===== src/hdl/salsa20_pkg.sv =====
// Shared types, constants and helpers for the Salsa20 stream cipher.
// Used by the controller, the datapath and the top level; no dependencies.

package salsa20_pkg;

   // Default number of column/row double rounds (Salsa20/20)
   localparam int DOUBLE_ROUNDS_DEF = 10;

   // Expansion constants ("expand 32-byte k")
   localparam logic [31:0] SIGMA_0 = 32'h6170_7865;
   localparam logic [31:0] SIGMA_1 = 32'h3320_646e;
   localparam logic [31:0] SIGMA_2 = 32'h7962_2d32;
   localparam logic [31:0] SIGMA_3 = 32'h6b20_6574;

   // Configuration register indexes
   localparam int CSR_IDX_W = 3;
   localparam logic [CSR_IDX_W-1:0] CSR_KEY0  = 3'd0;
   localparam logic [CSR_IDX_W-1:0] CSR_KEY1  = 3'd1;
   localparam logic [CSR_IDX_W-1:0] CSR_KEY2  = 3'd2;
   localparam logic [CSR_IDX_W-1:0] CSR_KEY3  = 3'd3;
   localparam logic [CSR_IDX_W-1:0] CSR_NONCE = 3'd4;

   // Quarter-round word indexes, addressed by {row, lane, slot}.
   // Columns first, then rows; slot order is a, b, c, d.
   localparam logic [3:0] QR_TBL [0:31] = '{
      4'd0,  4'd4,  4'd8,  4'd12,
      4'd5,  4'd9,  4'd13, 4'd1,
      4'd10, 4'd14, 4'd2,  4'd6,
      4'd15, 4'd3,  4'd7,  4'd11,
      4'd0,  4'd1,  4'd2,  4'd3,
      4'd5,  4'd6,  4'd7,  4'd4,
      4'd10, 4'd11, 4'd8,  4'd9,
      4'd15, 4'd12, 4'd13, 4'd14
   };

   // Rotate for each of the four quarter-round steps (7, 9, 13, 18)
   function automatic logic [31:0] qr_rot(input logic [31:0] v, input logic [1:0] step);
      logic [31:0] r;
      unique case (step)
         2'd0: r = {v[24:0], v[31:25]};
         2'd1: r = {v[22:0], v[31:23]};
         2'd2: r = {v[18:0], v[31:19]};
         2'd3: r = {v[13:0], v[31:14]};
         default: r = v;
      endcase
      return r;
   endfunction

   typedef enum logic [1:0] {
      ST_IDLE,
      ST_ROUND,
      ST_FINAL
   } ctrl_state_type;

   // Controller to datapath
   typedef struct packed {
      logic       load;     // load the initial block into the work words
      logic       round;    // apply one quarter-round step on all four lanes
      logic       row;      // 0: column round, 1: row round
      logic [1:0] step;     // quarter-round step
      logic       finish;   // add the initial block back and store keystream
      logic       accept;   // an input beat is taken this cycle
      logic       csr_wr;   // a config beat is taken this cycle
   } dp_cmd_type;

   // Datapath to controller
   typedef struct packed {
      logic pos_zero;   // next byte starts a new keystream block
      logic blk_ready;  // a fresh block waits for the byte at position zero
      logic out_free;   // output register can take a beat
   } dp_sts_type;

endpackage


===== src/hdl/salsa20_ctrl.sv =====
// Controller for the Salsa20 stream cipher: sequences block generation
// and gates the input and config handshakes. Depends on salsa20_pkg.

module salsa20_ctrl #(
   parameter int DOUBLE_ROUNDS = salsa20_pkg::DOUBLE_ROUNDS_DEF
) (
   input  logic                     clock,
   input  logic                     reset,
   input  logic                     req_valid,
   output logic                     req_ready,
   input  logic                     csr_valid,
   output logic                     csr_ready,
   input  salsa20_pkg::dp_sts_type  sts,
   output salsa20_pkg::dp_cmd_type  cmd
);
   import salsa20_pkg::*;

   localparam int DR_W = (DOUBLE_ROUNDS > 2) ? $clog2(DOUBLE_ROUNDS) : 1;
   localparam logic [DR_W-1:0] DR_LAST = DR_W'(DOUBLE_ROUNDS - 1);

   ctrl_state_type state_ff, state_in;
   logic [2:0]      step_ff, step_in;     // {row, step} within a double round
   logic [DR_W-1:0] dround_ff, dround_in;
   logic            start;
   logic            rounds_done;

   // A byte at position zero starts a block unless one is ready or a write waits
   assign start = req_valid && sts.pos_zero && !sts.blk_ready && !csr_valid;
   assign rounds_done = (step_ff == 3'b111) && (dround_ff == DR_LAST);

   // Next state
   always_comb begin
      state_in = state_ff;
      unique case (state_ff)
         ST_IDLE:  if (start) state_in = ST_ROUND;
         ST_ROUND: if (rounds_done) state_in = ST_FINAL;
         ST_FINAL: state_in = ST_IDLE;
         default:  state_in = ST_IDLE;
      endcase
   end

   // Round counters
   always_comb begin
      step_in   = 3'd0;
      dround_in = '0;
      if (state_ff == ST_ROUND) begin
         step_in   = step_ff + 3'd1;
         dround_in = (step_ff == 3'b111) ? dround_ff + DR_W'(1) : dround_ff;
      end
   end

   // Outputs
   always_comb begin
      cmd       = '0;
      req_ready = 1'b0;
      csr_ready = 1'b0;
      unique case (state_ff)
         ST_IDLE: begin
            csr_ready  = 1'b1;
            req_ready  = (!sts.pos_zero || sts.blk_ready) && sts.out_free;
            cmd.accept = req_valid && req_ready;
            cmd.csr_wr = csr_valid;
            cmd.load   = start;
         end
         ST_ROUND: begin
            cmd.round = 1'b1;
            cmd.row   = step_ff[2];
            cmd.step  = step_ff[1:0];
         end
         ST_FINAL: begin
            cmd.finish = 1'b1;
         end
         default: ;
      endcase
   end

   always_ff @(posedge clock) begin
      if (reset) begin
         state_ff  <= ST_IDLE;
         step_ff   <= 3'd0;
         dround_ff <= '0;
      end else begin
         state_ff  <= state_in;
         step_ff   <= step_in;
         dround_ff <= dround_in;
      end
   end

endmodule


===== config.mk =====
export PLATFORM = sky130hd
export DESIGN_NAME = salsa20_ctrl
export DESIGN_NICKNAME = d
export VERILOG_FILES = /design/src/hdl/salsa20_pkg.sv /design/src/hdl/salsa20_ctrl.sv
export SDC_FILE = /design/constraint.sdc
export NUM_CORES = 1
export LEC_CHECK = 0
export ABC_CLOCK_PERIOD_IN_PS = 1730
export BUFFER_PORTS_ARGS = -buffer_cell sky130_fd_sc_hd__buf_2
export CAP_MARGIN = 10
export CORE_AREA = 5 5 42 44
export CTS_CLUSTER_SIZE = 8
export DETAILED_ROUTE_END_ITERATION = 6
export DIE_AREA = 0 0 47 49
export SLEW_MARGIN = 20
export SYNTH_ARGS = -nofsm -noshare
export SYNTH_HDL_FRONTEND = slang
export SYNTH_SLANG_ARGS = --single-unit

===== constraint.sdc =====
create_clock -name clock -period 1.73 [get_ports clock]
set_clock_uncertainty 0.05 [all_clocks]
set_input_delay 0.346 -clock clock [delete_from_list [all_inputs] [get_ports clock]]
set_output_delay 0.346 -clock clock [all_outputs]
set_load 0.1 [all_outputs]

==> results.yml <==
grt:
  gr-total-overflow: 0
  grt_pass1_vias: 364
  antenna_found_initial: 0
  grt_pass1_wl_um: 1500
  grt_max_degree: 9
  grt.total_usage_pct: 8.90
yosys:
  synth_area_per_cell_um2: 10.1
  syn_nets: 59
  syn-cell-area_um2: 484
  ys_types: 25
  yosysTopAreaCellShare_pct: 37.2
  synth_area_leaders: "dfxtp_1 (37%), ha_1 (10%), nor2_1 (5.4%)"
  ys_warn_count: 0
  synth_top_area_cell: "dfxtp_1"
  ys_seq_elements: 9
  netlist_instances: 48
  seq_area_frac_synth_pct: 37.2
run_status:
  outcome: "finished, violations left"
  violations: "setup timing"
detailed_routing:
  num_vias: 402
  wl_met1_um: 398
  top_layer_used: "met4"
  wl_per_cell_um: 10.1
  dr_wl_met2_um: 419
  ant_nets: 0
  drc: 0
  drt_iter0_drc: 0
  viasPerCell: 4.67
  drt-pass1-iter-count: 1
  drt_wl_total_um: 869
  wl_met3_um: 45
setup_path:
  crit_required_ns: 1.33
  worst_ep_arrival_time_ns: 1.41
  slowest_stage: "or4b_4"
  critical_path_buf_inv_count: 1
  cpPeakStageDelay_ns: 0.55
  cp_top_family: "simple AND/OR/NAND/NOR gates"
  crit_fanout: 2
  rr_worst_depth: 4
  cp_cell_sequence: "or4b_4 > nor2_4 > buf_12"
  setup.worst_path.end_class: "output port"
  r2r_end: "dround_ff[3]"
  startpoint_type: "register"
  r2r_start: "step_ff[0]"
  reg2reg_setup_slack_ns: 0.31
  worst-setup-path-type: "register to output port"
cells_and_area:
  final_common_cell: "buf_12"
  nNetsFinal: 82
  final_core_util_pct: 56.3
  final_cell_mix: "buf_12 (8), dfxtp_1 (7), buf_2 (6), nor2_1 (5), buf_4 (5)"
  n_fill_cell: 131
  diodes: 0
  area_growth_pct: 62.8
  layout-drive-gt1-share_pct: 58.6
cts:
  cts.sinks: 9
  htreeDepth: 1
  clockBufferDepth: 2
  cts_buffers: 3
  cts.clk_slew.worst_paths_ns: 0.06
  clk_latency_ns: 0.25
  root_buffer: "clkbuf_4"
  tritoncts: "built"
flow_run:
  drv_cap: 0
die:
  core_area_um2: 1400
  die_area_um2: 2300
  die_x_um: 47
  die_y_um: 49
  start_util_pct: 34.6
  io_pins: 17
  row_count: 14
place:
  place.gp.congestion: 0.608
  dp_hpwl_um: 707
  portBuffers: 16
hold_path:
  hold_depth: 2
  holdPathEnd: "state_ff[0]"
  min_path_type: "input port to register"
  min_from: "reset"
timing:
  setup_tns_ns: -0.0773
  tightestPinTransition_ns: 0.326
  fin_ws_ns: -0.0773
  hold_violations: 0
  finalSetupViolations: 1
  fmax_mhz: 553
  period_needed_ns: 1.81
  rsz0062_at_grt: "yes"
  maxSlewViolCount: 0
  timing.slew.headroom_pct: 78.3
  period_share_pct: 104
pwr:
  vdd_drop_max_v: 0.000301
  power_leakage_nw: 0.337
  finalPower_mw: 0.484
  power_density_nw_per_um2: 614
## metrics by stage
step,cell area [um2],hold slack (ns),cells,setup slack (ns)
4_1_cts,786,0.276,86,-0.118
2_1_floorplan,519,0.367,48,-0.0675
5_1_grt,788,0.296,86,-0.127
3_5_place_dp,732,0.394,79,0.0795
6_report,788,0.288,86,-0.0773
3_3_place_gp,732,0.375,79,0.0849
## Yosys cell counts
master and number:
dfxtp_1 9, nor2_1 7, and2_1 4, ha_1 4
inv_1 3, and2b_2 2, a211oi_2 1, a21bo_2 1
a21oi_1 1, and3_1 1, and4_1 1, and4b_1 1
and4bb_2 1, buf_6 1, clkbuf_1 1, mux2_2 1
nand2b_1 1, nand3b_1 1, nand4_1 1, nor2b_1 1
nor4b_1 1, o32ai_2 1, or3b_1 1, or4b_4 1
xnor2_1 1
## registers in the layout, summed over array words and instances, names as in the netlist
register and count:
step_ff 3, state_ff 2, dround_ff 4
## power by group
group	switching, mW	total (mW)	internal [mW]
combinational	0.0714	0.116	0.0451
sequential	0.000844	0.208	0.208
clock	0.0703	0.159	0.0887
## area by class of cell
| type | instances | area [um2] | share of cell area (%) |
|---|---|---|---|
| Tap cell | 16 | 20.0 | 2.54 |
| Multi-Input combinational cell | 34 | 310 | 39.4 |
| Timing Repair Buffer | 20 | 235 | 29.8 |
| Inverter | 3 | 11.3 | 1.43 |
| Clock buffer | 4 | 26.3 | 3.33 |
| Sequential cell | 9 | 185 | 23.5 |
## worst max path at each step
stage / start / endpoint / slack [ns] / cells past startpoint
6_report: state_ff[1] / cmd[7] / -0.08 / 3
5_1_grt: state_ff[1] / cmd[7] / -0.13 / 3
4_1_cts: state_ff[1] / cmd[7] / -0.12 / 3
3_5_place_dp: csr_valid / cmd[7] / 0.08 / 4
3_3_place_gp: csr_valid / cmd[7] / 0.08 / 4
2_1_floorplan: state_ff[0] / cmd[1] / -0.07 / 2
## what timing repair did
item / 4_1_cts / 5_1_grt
pin swaps: 2 / 2
setup buffers: 3 / 0
setup endpoints to repair: 3 / 4
resized for setup: 2 / 1
hold buffers: 0 / 0
cloned: 0 / 0
## kinds of logic after synthesis
logic type,after synthesis,share of synthesized area [%]
AOI/OAI and AO/OA,4,9.04
xor gates and xnor gates,1,1.81
adders and majority gates,4,10.3
buffers and inverters,5,5.43
DFF,9,37.2
muxes,1,2.33
and+or+nand+nor,24,33.9
## routing by layer
metal | vias up | GRT usage (%)
li1 | 210 | -
met1 | 184 | 12.2
met2 | 6 | 12.0
met3 | 2 | 3.32
met4 | 0 | 4.15
met5 | - | 0
Power figures use the tool's default switching activity.
